## src/hdl/clt_pkg.sv

```systemverilog
// Package for the command line tokenizer: widths, constants, parse modes
// and configuration register indexes. No dependencies.
package clt_pkg;

    // Field widths
    localparam int CP_W  = 21;
    localparam int CNT_W = 7;
    localparam int IDX_W = 6;
    localparam int CFG_IDX_W = 3;

    // Largest argument count the block will ever open
    localparam logic [CNT_W-1:0] ARG_LIMIT = CNT_W'(64);

    // Character codes the parser looks at
    localparam logic [CP_W-1:0] CH_NUL    = CP_W'(0);
    localparam logic [CP_W-1:0] CH_TAB    = CP_W'(9);
    localparam logic [CP_W-1:0] CH_LF     = CP_W'(10);
    localparam logic [CP_W-1:0] CH_CR     = CP_W'(13);
    localparam logic [CP_W-1:0] CH_SPACE  = CP_W'(32);
    localparam logic [CP_W-1:0] CH_DQUOTE = CP_W'(34);
    localparam logic [CP_W-1:0] CH_SQUOTE = CP_W'(39);
    localparam logic [CP_W-1:0] CH_STAR   = CP_W'(42);
    localparam logic [CP_W-1:0] CH_COMMA  = CP_W'(44);
    localparam logic [CP_W-1:0] CH_QMARK  = CP_W'(63);
    localparam logic [CP_W-1:0] CH_BSLASH = CP_W'(92);
    localparam logic [CP_W-1:0] CH_OBRACE = CP_W'(123);
    localparam logic [CP_W-1:0] CH_CBRACE = CP_W'(125);

    // Register reset values
    localparam logic [CNT_W-1:0] RST_MAX_ARGS   = CNT_W'(64);
    localparam logic [CP_W-1:0]  RST_STAR_TOK   = CP_W'(57345);
    localparam logic [CP_W-1:0]  RST_QMARK_TOK  = CP_W'(57346);
    localparam logic [CP_W-1:0]  RST_OBRACE_TOK = CP_W'(57347);
    localparam logic [CP_W-1:0]  RST_CBRACE_TOK = CP_W'(57348);
    localparam logic [CP_W-1:0]  RST_COMMA_TOK  = CP_W'(57349);

    // Parser modes
    typedef enum logic [2:0] {
        MODE_BETWEEN = 3'd0,
        MODE_ARG     = 3'd1,
        MODE_ESCAPE  = 3'd2,
        MODE_DQUOTE  = 3'd3,
        MODE_SQUOTE  = 3'd4
    } t_mode;

    // Configuration register indexes
    typedef enum logic [CFG_IDX_W-1:0] {
        CFG_MAX_ARGS     = 3'd0,
        CFG_STAR_TOKEN   = 3'd1,
        CFG_QMARK_TOKEN  = 3'd2,
        CFG_OBRACE_TOKEN = 3'd3,
        CFG_CBRACE_TOKEN = 3'd4,
        CFG_COMMA_TOKEN  = 3'd5
    } t_cfg_idx;

endpackage

```

## src/hdl/clt_ifs.sv

```systemverilog
// Valid/ready channel interfaces for the command line tokenizer.
// Depends on clt_pkg for field widths.
interface clt_in_if;
    logic                         valid;
    logic                         ready;
    logic [clt_pkg::CP_W-1:0]     codepoint;

    modport source (output valid, output codepoint, input ready);
    modport sink   (input valid, input codepoint, output ready);
endinterface

interface clt_out_if;
    logic                         valid;
    logic                         ready;
    logic [clt_pkg::CP_W-1:0]     out_char;
    logic                         has_char;
    logic [clt_pkg::IDX_W-1:0]    arg_index;
    logic                         end_of_arg;
    logic                         end_of_line;
    logic [clt_pkg::CNT_W-1:0]    arg_count;

    modport source (output valid, output out_char, output has_char, output arg_index,
                    output end_of_arg, output end_of_line, output arg_count, input ready);
    modport sink   (input valid, input out_char, input has_char, input arg_index,
                    input end_of_arg, input end_of_line, input arg_count, output ready);
endinterface

```

## src/hdl/command_line_tokenizer_core.sv

```systemverilog
// Command line tokenizer core: shell-style argument splitter, one codepoint per item.
// Depends on clt_pkg and the channel interfaces in clt_ifs.sv.
//
// Usage:
//   i_cp carries one codepoint per item; codepoint 0 ends the line.
//   o_res carries at most one result per input item: a kept character with its
//   argument index, an end-of-argument mark, or the end-of-line result with the
//   final argument count. Blanks between arguments, opening and closing quote marks,
//   unquoted backslashes and everything past the argument limit produce no result.
//   Configuration is written through i_cfg_we / i_cfg_idx / i_cfg_data while the
//   block is idle; writes to unused indexes are ignored.
// Timing:
//   One item per cycle sustained while the receiver takes results. A result appears
//   on o_res in the cycle after its item is accepted; the mode update and token mapping
//   sit between the input handshake and the single result register.
//   When the receiver stalls, the result register holds and i_cp.ready drops
//   until the result is taken; ready returns in the cycle the result leaves.
// Reset:
//   Synchronous, active low. Returns the parser to between-arguments with a zero
//   count, empties the result register and restores the register defaults.
module command_line_tokenizer_core (
    input  logic                            i_clk,
    input  logic                            i_rst_n,
    input  logic                            i_cfg_we,
    input  logic [clt_pkg::CFG_IDX_W-1:0]   i_cfg_idx,
    input  logic [clt_pkg::CP_W-1:0]        i_cfg_data,
    clt_in_if.sink                          i_cp,
    clt_out_if.source                       o_res
);

    // Configuration registers
    logic [clt_pkg::CNT_W-1:0] r_max_args;
    logic [clt_pkg::CP_W-1:0]  r_star_tok;
    logic [clt_pkg::CP_W-1:0]  r_qmark_tok;
    logic [clt_pkg::CP_W-1:0]  r_obrace_tok;
    logic [clt_pkg::CP_W-1:0]  r_cbrace_tok;
    logic [clt_pkg::CP_W-1:0]  r_comma_tok;

    // Parser state
    clt_pkg::t_mode            r_mode, n_mode;
    logic [clt_pkg::CNT_W-1:0] r_count, n_count;

    // Result register
    logic                      r_valid;
    logic [clt_pkg::CP_W-1:0]  r_char, n_char;
    logic                      r_has, n_has;
    logic [clt_pkg::IDX_W-1:0] r_idx, n_idx;
    logic                      r_eoa, n_eoa;
    logic                      r_eol, n_eol;
    logic [clt_pkg::CNT_W-1:0] r_cnt_out, n_cnt_out;
    logic                      n_emit;

    // Working signals
    logic                      accept;
    logic                      blank;
    logic                      do_char;
    logic                      between_at_put;
    logic [clt_pkg::CNT_W-1:0] limit;
    logic [clt_pkg::CP_W-1:0]  c;
    logic [clt_pkg::CP_W-1:0]  mapped;
    logic [clt_pkg::CNT_W-1:0] idx_wide;

    assign i_cp.ready = !r_valid || o_res.ready;
    assign accept     = i_cp.valid && i_cp.ready;
    assign c          = i_cp.codepoint;

    assign blank = (c == clt_pkg::CH_SPACE) || (c == clt_pkg::CH_TAB)
                || (c == clt_pkg::CH_CR) || (c == clt_pkg::CH_LF);
    assign limit = (r_max_args < clt_pkg::ARG_LIMIT) ? r_max_args : clt_pkg::ARG_LIMIT;

    // Replace unquoted special characters by their tokens
    always_comb begin
        unique case (c)
            clt_pkg::CH_STAR:   mapped = r_star_tok;
            clt_pkg::CH_QMARK:  mapped = r_qmark_tok;
            clt_pkg::CH_OBRACE: mapped = r_obrace_tok;
            clt_pkg::CH_CBRACE: mapped = r_cbrace_tok;
            clt_pkg::CH_COMMA:  mapped = r_comma_tok;
            default:            mapped = c;
        endcase
    end

    // Next mode, count and result for one item
    always_comb begin
        n_mode         = r_mode;
        n_count        = r_count;
        n_emit         = 1'b0;
        n_char         = '0;
        n_has          = 1'b0;
        n_eoa          = 1'b0;
        n_eol          = 1'b0;
        do_char        = 1'b0;
        between_at_put = 1'b0;
        n_cnt_out      = r_count;

        if (c == clt_pkg::CH_NUL) begin
            // end of line closes any open argument and resets the parser
            n_emit         = 1'b1;
            n_eoa          = (r_mode != clt_pkg::MODE_BETWEEN);
            n_eol          = 1'b1;
            between_at_put = (r_mode == clt_pkg::MODE_BETWEEN);
            n_mode         = clt_pkg::MODE_BETWEEN;
            n_count        = '0;
        end else begin
            unique case (r_mode)
                clt_pkg::MODE_ESCAPE: begin
                    n_mode = clt_pkg::MODE_ARG;
                    n_emit = 1'b1;
                    n_has  = 1'b1;
                    n_char = c;
                end
                clt_pkg::MODE_DQUOTE: begin
                    if (c == clt_pkg::CH_DQUOTE) begin
                        n_mode = clt_pkg::MODE_ARG;
                    end else begin
                        n_emit = 1'b1;
                        n_has  = 1'b1;
                        n_char = c;
                    end
                end
                clt_pkg::MODE_SQUOTE: begin
                    if (c == clt_pkg::CH_SQUOTE) begin
                        n_mode = clt_pkg::MODE_ARG;
                    end else begin
                        n_emit = 1'b1;
                        n_has  = 1'b1;
                        n_char = c;
                    end
                end
                clt_pkg::MODE_ARG: begin
                    if (blank) begin
                        n_emit = 1'b1;
                        n_eoa  = 1'b1;
                        n_mode = clt_pkg::MODE_BETWEEN;
                    end else begin
                        do_char = 1'b1;
                    end
                end
                default: begin
                    // between arguments: open a new one unless blank or out of slots
                    if (blank || (r_count >= limit)) begin
                        n_mode = clt_pkg::MODE_BETWEEN;
                    end else begin
                        n_count = r_count + 1'b1;
                        n_mode  = clt_pkg::MODE_ARG;
                        do_char = 1'b1;
                    end
                end
            endcase

            // Plain character inside an argument: quote, escape or keep
            if (do_char) begin
                priority if (c == clt_pkg::CH_BSLASH) begin
                    n_mode = clt_pkg::MODE_ESCAPE;
                end else if (c == clt_pkg::CH_DQUOTE) begin
                    n_mode = clt_pkg::MODE_DQUOTE;
                end else if (c == clt_pkg::CH_SQUOTE) begin
                    n_mode = clt_pkg::MODE_SQUOTE;
                end else begin
                    n_emit = 1'b1;
                    n_has  = 1'b1;
                    n_char = mapped;
                end
            end
            n_cnt_out = n_count;
        end

        // Argument index of this result
        idx_wide = (between_at_put || (n_cnt_out == '0)) ? '0 : (n_cnt_out - 1'b1);
        n_idx    = idx_wide[clt_pkg::IDX_W-1:0];
    end

    // Configuration registers
    always_ff @(posedge i_clk) begin
        if (!i_rst_n) begin
            r_max_args   <= clt_pkg::RST_MAX_ARGS;
            r_star_tok   <= clt_pkg::RST_STAR_TOK;
            r_qmark_tok  <= clt_pkg::RST_QMARK_TOK;
            r_obrace_tok <= clt_pkg::RST_OBRACE_TOK;
            r_cbrace_tok <= clt_pkg::RST_CBRACE_TOK;
            r_comma_tok  <= clt_pkg::RST_COMMA_TOK;
        end else if (i_cfg_we) begin
            unique case (clt_pkg::t_cfg_idx'(i_cfg_idx))
                clt_pkg::CFG_MAX_ARGS:     r_max_args   <= i_cfg_data[clt_pkg::CNT_W-1:0];
                clt_pkg::CFG_STAR_TOKEN:   r_star_tok   <= i_cfg_data;
                clt_pkg::CFG_QMARK_TOKEN:  r_qmark_tok  <= i_cfg_data;
                clt_pkg::CFG_OBRACE_TOKEN: r_obrace_tok <= i_cfg_data;
                clt_pkg::CFG_CBRACE_TOKEN: r_cbrace_tok <= i_cfg_data;
                clt_pkg::CFG_COMMA_TOKEN:  r_comma_tok  <= i_cfg_data;
                default: ;
            endcase
        end
    end

    // Parser state: advance on each accepted item
    always_ff @(posedge i_clk) begin
        if (!i_rst_n) begin
            r_mode  <= clt_pkg::MODE_BETWEEN;
            r_count <= '0;
        end else if (accept) begin
            r_mode  <= n_mode;
            r_count <= n_count;
        end
    end

    // Result valid: load on an emitting item, drop when taken
    always_ff @(posedge i_clk) begin
        if (!i_rst_n) begin
            r_valid <= 1'b0;
        end else if (accept) begin
            r_valid <= n_emit;
        end else if (o_res.ready) begin
            r_valid <= 1'b0;
        end
    end

    // Result payload: hold while stalled
    always_ff @(posedge i_clk) begin
        if (accept && n_emit) begin
            r_char    <= n_char;
            r_has     <= n_has;
            r_idx     <= n_idx;
            r_eoa     <= n_eoa;
            r_eol     <= n_eol;
            r_cnt_out <= n_cnt_out;
        end
    end

    assign o_res.valid       = r_valid;
    assign o_res.out_char    = r_char;
    assign o_res.has_char    = r_has;
    assign o_res.arg_index   = r_idx;
    assign o_res.end_of_arg  = r_eoa;
    assign o_res.end_of_line = r_eol;
    assign o_res.arg_count   = r_cnt_out;

endmodule
```

## src/flat_wrapper.sv

```systemverilog
// flat-port wrapper written by rule: the top's interface ports become plain ports
module command_line_tokenizer_core_flat 
  (i_clk, i_rst_n, i_cfg_we, i_cfg_idx, i_cfg_data, i_cp_valid, i_cp_codepoint, i_cp_ready, o_res_valid, o_res_out_char, o_res_has_char, o_res_arg_index, o_res_end_of_arg, o_res_end_of_line, o_res_arg_count, o_res_ready);
  clt_in_if i_cp_i ();
  clt_out_if o_res_i ();
  input  logic i_clk;
  input  logic i_rst_n;
  input  logic i_cfg_we;
  input  logic [clt_pkg::CFG_IDX_W-1:0] i_cfg_idx;
  input  logic [clt_pkg::CP_W-1:0] i_cfg_data;
  input wire logic [$bits(i_cp_i.valid)-1:0] i_cp_valid;
  input wire logic [$bits(i_cp_i.codepoint)-1:0] i_cp_codepoint;
  output wire logic [$bits(i_cp_i.ready)-1:0] i_cp_ready;
  output wire logic [$bits(o_res_i.valid)-1:0] o_res_valid;
  output wire logic [$bits(o_res_i.out_char)-1:0] o_res_out_char;
  output wire logic [$bits(o_res_i.has_char)-1:0] o_res_has_char;
  output wire logic [$bits(o_res_i.arg_index)-1:0] o_res_arg_index;
  output wire logic [$bits(o_res_i.end_of_arg)-1:0] o_res_end_of_arg;
  output wire logic [$bits(o_res_i.end_of_line)-1:0] o_res_end_of_line;
  output wire logic [$bits(o_res_i.arg_count)-1:0] o_res_arg_count;
  input wire logic [$bits(o_res_i.ready)-1:0] o_res_ready;
  assign i_cp_i.valid = i_cp_valid;
  assign i_cp_i.codepoint = i_cp_codepoint;
  assign i_cp_ready = i_cp_i.ready;
  assign o_res_valid = o_res_i.valid;
  assign o_res_out_char = o_res_i.out_char;
  assign o_res_has_char = o_res_i.has_char;
  assign o_res_arg_index = o_res_i.arg_index;
  assign o_res_end_of_arg = o_res_i.end_of_arg;
  assign o_res_end_of_line = o_res_i.end_of_line;
  assign o_res_arg_count = o_res_i.arg_count;
  assign o_res_i.ready = o_res_ready;
  command_line_tokenizer_core u_core (.i_clk(i_clk), .i_rst_n(i_rst_n), .i_cfg_we(i_cfg_we), .i_cfg_idx(i_cfg_idx), .i_cfg_data(i_cfg_data), .i_cp(i_cp_i), .o_res(o_res_i));
endmodule
```

## config.mk

```make
export PLATFORM = sky130hd
export DESIGN_NAME = command_line_tokenizer_core_flat
export DESIGN_NICKNAME = d
export VERILOG_FILES = /design/src/hdl/clt_pkg.sv /design/src/hdl/clt_ifs.sv /design/src/hdl/command_line_tokenizer_core.sv /design/src/flat_wrapper.sv
export SDC_FILE = /design/constraint.sdc
export NUM_CORES = 1
export LEC_CHECK = 0
export BUFFER_PORTS_ARGS = -buffer_cell sky130_fd_sc_hd__clkbuf_2
export CELL_PAD_IN_SITES_DETAIL_PLACEMENT = 1
export CELL_PAD_IN_SITES_GLOBAL_PLACEMENT = 1
export CORE_MARGIN = 5
export CORE_UTILIZATION = 40
export DETAILED_ROUTE_END_ITERATION = 8
export MAX_ROUTING_LAYER = met4
export PLACE_DENSITY_LB_ADDON = 0.1
export SYNTH_ARGS = -nofsm -noshare
export SYNTH_HDL_FRONTEND = slang
export SYNTH_SLANG_ARGS = --single-unit
export TNS_END_PERCENT = 50
```

## constraint.sdc

```tcl
create_clock -name i_clk -period 4.2 [get_ports i_clk]
set_input_delay 0.63 -clock i_clk [delete_from_list [all_inputs] [get_ports i_clk]]
set_output_delay 0.63 -clock i_clk [all_outputs]
set_load 0.01 [all_outputs]
```

==> After elaboration in Yosys (flattened, before gate mapping) <==
Index checks and enable logic that the tools add are counted.
{ "classes": {"muxes": 47, "n_shift": 0, "mul": 0, "add_sub_neg": 2, "n_div": 0, "bitwise_logic": 0, "magnitude_cmp": 2, "eq_ne": 21, "n_reduce_logical": 23} }
{ "op_table": {"columns": ["operator", "count"], "rows": [
  ["$eq 21x6->1 const B", 6],
  ["$mux 21", 6],
  ["$pmux 21 s5", 1],
  ["$eq 21x4->1 const B", 3],
  ["$eq 21x7->1 const B", 3],
  ["$pmux 21 s3", 1],
  ["$mux 7", 5],
  ["$mux 3", 8],
  ["$mux 1", 22],
  ["$logic_not 21->1", 1],
  ["$eq 3x2->1 const B", 4],
  ["$pmux 3 s4", 1],
  ["$reduce_and 2->1", 6],
  ["$eq 3x3->1 const B", 3],
  ["$add 7x1->7 const B", 1],
  ["$ge 7x7->1", 1],
  ["$logic_not 7->1", 1],
  ["$lt 7x7->1 const B", 1],
  ["$eq 3x1->1 const B", 2],
  ["$logic_not 3->1", 2],
  ["$logic_or 1x1->1", 6],
  ["$sub 6x1->6 const B", 1],
  ["$pmux 1 s4", 1],
  ["$reduce_or 4->1", 1],
  ["7 further kinds", 8]
]} }
{ "totals": {"reg_bits": 160, "n_memories": 0, "latchBits": 0, "in_bits": 50, "ram_bits": 0, "rom_bits": 0} }

==> Logic depth before layout (Yosys ltp) <==
Gate-level depths: netlist of the first run.
{ "logic_depth": {"depth_word": 12, "ltp_mapped": 16} }

==> Worst setup path before layout of the first run <==
No wires, ideal clock.
{ "synth_timing": {"path_type": "input to register", "startpoint": "in i_cp_codepoint[12]", "endpoint": "reg u_core.r_cnt_out (netlist bit u_core.o_res.arg_count[0]), enable pin", "required_ps": 3769, "stages": 7, "path_slack_ps": -119, "path_buffers": 1, "setup_time_ps": 431, "arrival_time_ps": 3887, "path_cell_list": "or4_1 -> or3_1 -> buf_6 -> or3_4 -> clkinv_2 -> a311oi_1 -> nor2_1"} }
{ "synth_via": {"elab_chain_len": 12, "word_cells_on_any_way": 26, "cone_classes": "eq/ne: 7; mux: 13; reduce/logical: 6"} }
{ "synth_rtl": {"columns": ["element", "line_no", "source"], "rows": [
  ["start, declared", "flat_wrapper.sv:12", "input wire logic [$bits(i_cp_i.codepoint)-1:0] i_cp_codepoint;"],
  ["$eq 21x6->1 / $eq 21x4->1 (equally long branches)", "command_line_tokenizer_core.sv:67", "assign blank = (c == clt_pkg::CH_SPACE) || (c == clt_pkg::CH_TAB)"],
  ["$logic_or 1x1->1", "command_line_tokenizer_core.sv:67", null],
  ["$logic_or 1x1->1 (2 in series)", "command_line_tokenizer_core.sv:68", "|| (c == clt_pkg::CH_CR) || (c == clt_pkg::CH_LF);"],
  ["$mux 1", "command_line_tokenizer_core.sv:131", "if (blank) begin"],
  ["$pmux 1 s4", "command_line_tokenizer_core.sv:105", "unique case (r_mode)"],
  ["$mux 1", "command_line_tokenizer_core.sv:157", "end else if (c == clt_pkg::CH_SQUOTE) begin"],
  ["$mux 1", "command_line_tokenizer_core.sv:155", "end else if (c == clt_pkg::CH_DQUOTE) begin"],
  ["$mux 1", "command_line_tokenizer_core.sv:153", "priority if (c == clt_pkg::CH_BSLASH) begin"],
  ["$mux 1", "command_line_tokenizer_core.sv:152", "if (do_char) begin"],
  ["$mux 1 (*)", "command_line_tokenizer_core.sv:96", "if (c == clt_pkg::CH_NUL) begin"],
  ["$logic_and 1x1->1 (*)", "command_line_tokenizer_core.sv:219", "if (accept && n_emit) begin"],
  ["end signal, assigned", "command_line_tokenizer_core.sv:225", "r_cnt_out <= n_cnt_out;"],
  ["end, declared", "command_line_tokenizer_core.sv:50", "logic [clt_pkg::CNT_W-1:0] r_cnt_out, n_cnt_out;"]
]} }
Mark *: on every way between the ends. The rest lies on a longest branch, timed or not. The select of a mux whose other input is x is not followed.
A chain may end at the register's enable or synchronous reset.

==> Final worst setup path of the first run <==
{ "layout_timing": {"startpoint": "in i_cp_codepoint[12]", "endpoint": "reg u_core.r_idx (netlist bit u_core.o_res.arg_index[4]), data pin"} }
{ "layout_via": {"elab_chain_len": 10, "word_cells_on_any_way": 16, "cone_classes": "add/sub: 1; eq/ne: 4; mux: 4; reduce/logical: 7"} }
{ "layout_rtl": {"columns": ["element", "line_no", "source"], "rows": [
  ["branches (longest 10 deep; another with $sub 6x1->6)", null, null],
  ["end signal, assigned", "command_line_tokenizer_core.sv:222", "r_idx <= n_idx;"],
  ["end, declared", "command_line_tokenizer_core.sv:47", "logic [clt_pkg::IDX_W-1:0] r_idx, n_idx;"]
]} }
Parallel ways; which one is timed is not known.

==> impl_metrics.ini, run 1 <==
[status]
status = completed

[worst_hold_path]
min_path_cells = 2
holdPathEnd = u_core.r_max_args[0]$_SDFFE_PN0P_
min_from = u_core.r_max_args[0]$_SDFFE_PN0P_
hp-class = flop to flop

[floorplan]
rows = 49
start_util = 0.4095
die_w_um = 146.1
ios = 89
dieHeight_um = 146.1
core_area_um2 = 18090
dieArea_um2 = 21340

[finish]
fillCellCount = 2122
mostFrequentLayoutCells = 256 x nand2_1, 123 x dfxtp_1, 109 x a21oi_1, 88 x clkbuf_2, 37 x edfxtp_1
areaGrowthSynthToFinish_pct = 16.27
seq_area_um2 = 3573
drive_gt1_frac = 0.1752
multi_input_comb_area_um2 = 3522
layout_commonest_cell = nand2_1
layout.nets = 989

[timing]
maxSlewViolCount = 0
finalCriticalPeriod_ns = 3.608
rsz0062_at_grt = false
setup_tns_ns = 0
tightest_slew_ns = 1.240
timing.fmax_mhz = 277.2
hold_viol = 0
finalSetupViolCount = 0
relSlewSlack = 0.1726
min_period_over_period = 0.8590
skew_ns = 0.008223

[clocking]
postCtsResizedCells = 0
holdBufCountCts = 0
clk_pin_slew_ns = 0.06
cts_max_level = 4
cts_buffers = 17
clockBufferDepth = 2
cts.sinks = 160
root_buffer = clkbuf_16
postCtsSetupBuffers = 0
cts_tree = built
clk_latency_ns = 0.44

[pwr]
p_seq_frac = 0.470
p_clk_frac = 0.430
power.density_nw_per_um2 = 416.7
p_int_mw = 2.619
p_comb_frac = 0.100
cellLeakagePower_nw = 3.112
swShare = 0.2701
ir_worst_vdd_v = 0.0002999
netSwitchingPower_uw = 969.3
p_total_mw = 3.588

[yosys]
yosys.area.top_type = dfxtp_1
synth_area_um2 = 7406
ys_seq_area_frac = 0.4825
synth-edff-count = 37
synth.area.top_cells = dfxtp_1 33%, edfxtp_1 15%, nand2_1 13%, a21oi_1 7.4%, a222oi_1 2.8%
syn_area_per_cell_um2 = 8.562
yosysTopAreaCellShare = 0.3325
synth_ff_type = dfxtp_1
synth_nets = 925
syn_inst = 865
ys_ff_latch = 160
ys.warnings.count = 0
synthDistinctLibCells = 72
synthArstFlopShare = 0

[drt]
drt_iter0_drc = 553
wl_per_cell_um = 21.30
drtAntennaViolNets = 0
totalWireLength_mm = 24.96
vias = 6868
dr.pass1.iters = 6
via_per_inst = 5.860
drc = 0

[flow_run]
max-cap-violations = 0

[setup_path]
rr_worst_depth = 14
cp_max_fo = 8
rr_startpoint = u_core.r_count[0]$_SDFFE_PN0P_
endpoint_kind = flop
arrival_ns = 3.78
r2r_slack_ns = 0.62
r2r-end = u_core.o_res.arg_index[4]$_SDFFCE_PP0P_
cp-start-kind = input port
crit_required_ns = 4.38
worstSetupPathType = input port to flop

[grt]
grt_pass1_vias = 7371
antenna_found_initial = 1
grt_first_pass_wirelength_mm = 40.29
grt_overflow = 0
grt_max_degree = 54
track_usage = 0.2442

[placed_design]
place.gp.congestion = 0.8568
portBuffers = 88
dp_hpwl_mm = 16.71
## cells by family (layout without fill, tap and decap cells)
family,count (synthesis),after routing,synth area share
AND/OR/NAND/NOR,391,391,0.2352
AO/OA/AOI/OAI,223,223,0.2044
flip-flops,160,160,0.4825
buffers and inverters,69,146,0.04646
XOR/XNOR,11,11,0.01301
adder cells (fa/ha/maj),10,10,0.01689
multiplexers,1,1,0.001520
other,0,1,0
## synthesized netlist by cell type (10+ instances only)
cell type and n:
nand2_1 256, dfxtp_1 123, a21oi_1 109, clkbuf_1 39, edfxtp_1 37, nand3_1 36, nor2_1 26, a22oi_1 23
a222oi_1 21, nor3_1 16, o21a_1 11, o21ai_0 11, ha_1 10
## power by group through the flow
stage               combinational, mW  sequential [mW]  clock (mW)
floorplan                       0.197             1.73           0
finish                          0.358             1.69        1.54
detailed placement              0.358             1.72           0
CTS                             0.362             1.69        1.56
global placement                0.344             1.72           0
global route                    0.398             1.69        1.63
## through the flow
stage          hold WS (ns)  utilization  area, um^2  worst slack [ns]  cells
2_1_floorplan        0.4318            -        7408            0.4932    865
3_3_place_gp         0.4416       0.4441        8031            0.3386   1139
3_5_place_dp         0.4445       0.4441        8031            0.1891   1139
4_1_cts              0.4535       0.4760        8608            0.5576   1171
5_1_grt              0.4756       0.4761        8611            0.1971   1172
6_report             0.4514       0.4761        8611            0.5921   1172
## worst max-delay path, cell delays in order
cell and delay, ns:
clkbuf_2 0.10, or4_1 0.60, or3_1 0.56, nor3_1 0.41, nor2_1 0.13, xnor2_1 0.34, ha_1 0.29, nor2b_1 0.15
o21ai_0 0.09, a211oi_1 0.27, xnor2_1 0.15, nor3_1 0.07
## final cells by class
type | instances | share of cell area
Multi-Input combinational cell | 636 | 0.4090
Clock buffer | 18 | 0.04984
Inverter | 10 | 0.004505
Antenna cell | 1 | 0.0002906
Tap cell | 229 | 0.03328
Timing Repair Buffer | 104 | 0.07091
Sequential cell | 160 | 0.4150
Clock inverter | 14 | 0.01715
## layer usage
metal	vias up	global-route usage	routed length, um
li1	3206	-	-
met1	3406	0.3061	10940
met2	220	0.3985	12120
met3	36	0.04834	1493
met4	0	0.08090	403
met5	-	-	0
## worst max path at each step
| stage | startpoint | to | slack (ns) |
|---|---|---|---|
| after detailed placement | i_cp_codepoint[8] | u_core.o_res.arg_index[4]$_SDFFCE_PP0P_ | 0.19 |
| after global placement | i_cp_codepoint[12] | u_core.o_res.arg_index[4]$_SDFFCE_PP0P_ | 0.34 |
| after floorplan | i_cp_codepoint[12] | u_core.o_res.arg_count[0]$_DFFE_PP_ | 0.49 |
| after global routing | u_core.r_count[0]$_SDFFE_PN0P_ | u_core.o_res.arg_index[4]$_SDFFCE_PP0P_ | 0.20 |
| after CTS | i_cp_codepoint[8] | u_core.o_res.arg_index[4]$_SDFFCE_PP0P_ | 0.56 |
| final | i_cp_codepoint[12] | u_core.o_res.arg_index[4]$_SDFFCE_PP0P_ | 0.59 |
## registers in the layout, summed over array words and instances, names as in the netlist, 21 cells and up
name                   count
u_core.o_res.out_char     21
u_core.r_cbrace_tok       21
u_core.r_comma_tok        21
u_core.r_obrace_tok       21
u_core.r_qmark_tok        21
u_core.r_star_tok         21
(Power assumes the default switching activity.)
==> inputs of run 2 (changes only) <==
--- a/config.mk
+++ b/config.mk
@@ -8,6 +8,7 @@
 export BUFFER_PORTS_ARGS = -buffer_cell sky130_fd_sc_hd__clkbuf_2
 export CELL_PAD_IN_SITES_DETAIL_PLACEMENT = 1
 export CELL_PAD_IN_SITES_GLOBAL_PLACEMENT = 1
+export CORE_ASPECT_RATIO = 0.5
 export CORE_MARGIN = 5
 export CORE_UTILIZATION = 40
 export DETAILED_ROUTE_END_ITERATION = 8
==> run 2 against run 1 <==
Effect of this change:
- clock skew increased by 0.00094 ns
- sequential share of layout area about the same
- largest cell class unchanged
- hold slack improved by 0.0051 ns
- via count decreased by 3.2%
- global-route usage decreased by 1.6 points
- combinational power about the same
- non-clock buffer count increased by 2
- fmax increased by 5.1%
==> impl_metrics.ini, run 2 (same netlist as run 1, synthesis figures left out) <==
[clocking]
clk_pin_slew_ns = 0.07
cts_buffers = 17
holdBufCountCts = 0
postCtsResizedCells = 0
cts.sinks = 160
root_buffer = clkbuf_16
cts_tree = built
cts_max_level = 4
clockBufferDepth = 2
clk_latency_ns = 0.43
postCtsSetupBuffers = 0

[timing]
skew_ns = 0.009163
finalSetupViolCount = 0
finalCriticalPeriod_ns = 3.434
relSlewSlack = 0.2249
min_period_over_period = 0.8177
timing.fmax_mhz = 291.2
setup_tns_ns = 0
rsz0062_at_grt = false
maxSlewViolCount = 0
hold_viol = 0
tightest_slew_ns = 1.159

[worst_hold_path]
min_from = u_core.r_obrace_tok[4]$_SDFFE_PN0P_
hp-class = flop to flop

[finish]
diodes = 0
layout.nets = 991
fillCellCount = 2182
mostFrequentLayoutCells = 256 x nand2_1, 123 x dfxtp_1, 109 x a21oi_1, 88 x clkbuf_2, 37 x edfxtp_1
layout_commonest_cell = nand2_1
drive_gt1_frac = 0.1706
design_area_um2 = 8617
areaGrowthSynthToFinish_pct = 16.35

[grt]
track_usage = 0.2280
antenna_found_initial = 0
grt_max_degree = 90
grt_overflow = 0
grt_pass1_vias = 6803
grt_first_pass_wirelength_mm = 37.69

[floorplan]
ios = 89
die_w_um = 202.4
dieArea_um2 = 21500
core_area_um2 = 18310
dieHeight_um = 106.2
start_util = 0.4046
rows = 35

[placed_design]
placed_cell_area_um2 = 8031
portBuffers = 88
place.gp.congestion = 0.8872
dp_hpwl_mm = 16.07

[drt]
via_per_inst = 5.617
dr.pass1.iters = 7
drt_iter0_drc = 446
drtAntennaViolNets = 0
drc = 0
vias = 6651
wl_per_cell_um = 20.01
totalWireLength_mm = 23.70

[setup_path]
cp-start-kind = input port
endpoint_kind = flop
crit_path_top_delay_cell = or4_1
critPathMaxStageDelay_ns = 0.65
crit_required_ns = 4.36
rr_startpoint = u_core.r_count[0]$_SDFFE_PN0P_
cp_max_fo = 4
path_cells = clkbuf_2, or4_1, or3_1, nor3_1, nor2_1, mux2_2, inv_1, ha_1, nor2b_1, o21ai_0, a211oi_1, xnor2_1, nor3_1
crit_top_cell = nor3_1
arrival_ns = 3.59
worstSetupPathType = input port to flop
cp-startpoint = i_cp_codepoint[12]

[status]
status = completed

[pwr]
cellLeakagePower_nw = 3.133
ir_worst_vdd_v = 0.0002720
power.density_nw_per_um2 = 419.7

[flow_run]
max-cap-violations = 0
==> run 2: final timing paths <==
kind / end / slack, ns / cells after the start
max: u_core.o_res.arg_index[4]$_SDFFCE_PP0P_ / 0.77 / 13
min: u_core.r_obrace_tok[4]$_SDFFE_PN0P_ / 0.46 / 2
max reg2reg: u_core.o_res.arg_index[4]$_SDFFCE_PP0P_ / 0.78 / 14
min reg2reg: u_core.r_obrace_tok[4]$_SDFFE_PN0P_ / 0.46 / 2
==> run 2: per-stage QoR <==
step	util	worst slack (ns)	hold WS, ns	std cells	total power [mW]
finish	0.4707	0.7656	0.4565	1184	3.616
global route	0.4707	0.4618	0.4697	1184	3.762
CTS	0.4707	0.7597	0.4582	1184	3.655
detailed placement	0.4388	0.3095	0.4494	1152	2.085
global placement	0.4388	0.3978	0.4413	1152	2.073
floorplan	-	0.4932	0.4318	865	1.932
==> run 2: area by class of cell <==
| cell class | instances | area (um^2) | share of cell area |
|---|---|---|---|
| timing repair buffer | 106 | 613.1 | 0.07115 |
| clock buffer | 17 | 425.4 | 0.04937 |
| tap | 240 | 300.3 | 0.03485 |
| sequential | 160 | 3573 | 0.4147 |
| inverter | 10 | 38.79 | 0.004501 |
| multi-input combinational | 636 | 3506 | 0.4069 |
| clock inverter | 15 | 160.2 | 0.01859 |
==> run 2: worst max-delay path, delay by kind of cell <==
kind / cells / cell delay (ns)
and+or+nand+nor: 6 / 1.79
AOI/OAI and AO/OA: 2 / 0.35
muxes: 1 / 0.31
adders and majority gates: 1 / 0.20
buffers and inverters: 2 / 0.17
xor gates and xnor gates: 1 / 0.15
==> run 2: where the power goes <==
part           switching (mW)  total, mW  internal [mW]
combinational           0.229      0.358          0.129
clock                   0.684       1.57          0.886
sequential             0.0330       1.69           1.66
total                   0.946       3.62           2.67
==> run 2: layer usage <==
| metal | global-route usage | vias to the layer above | routed length [um] |
|---|---|---|---|
| li1 | - | 3202 | - |
| met1 | 0.2938 | 3300 | 10940 |
| met2 | 0.3768 | 131 | 11440 |
| met3 | 0.04998 | 18 | 1096 |
| met4 | 0.04259 | 0 | 223 |
| met5 | - | - | 0 |
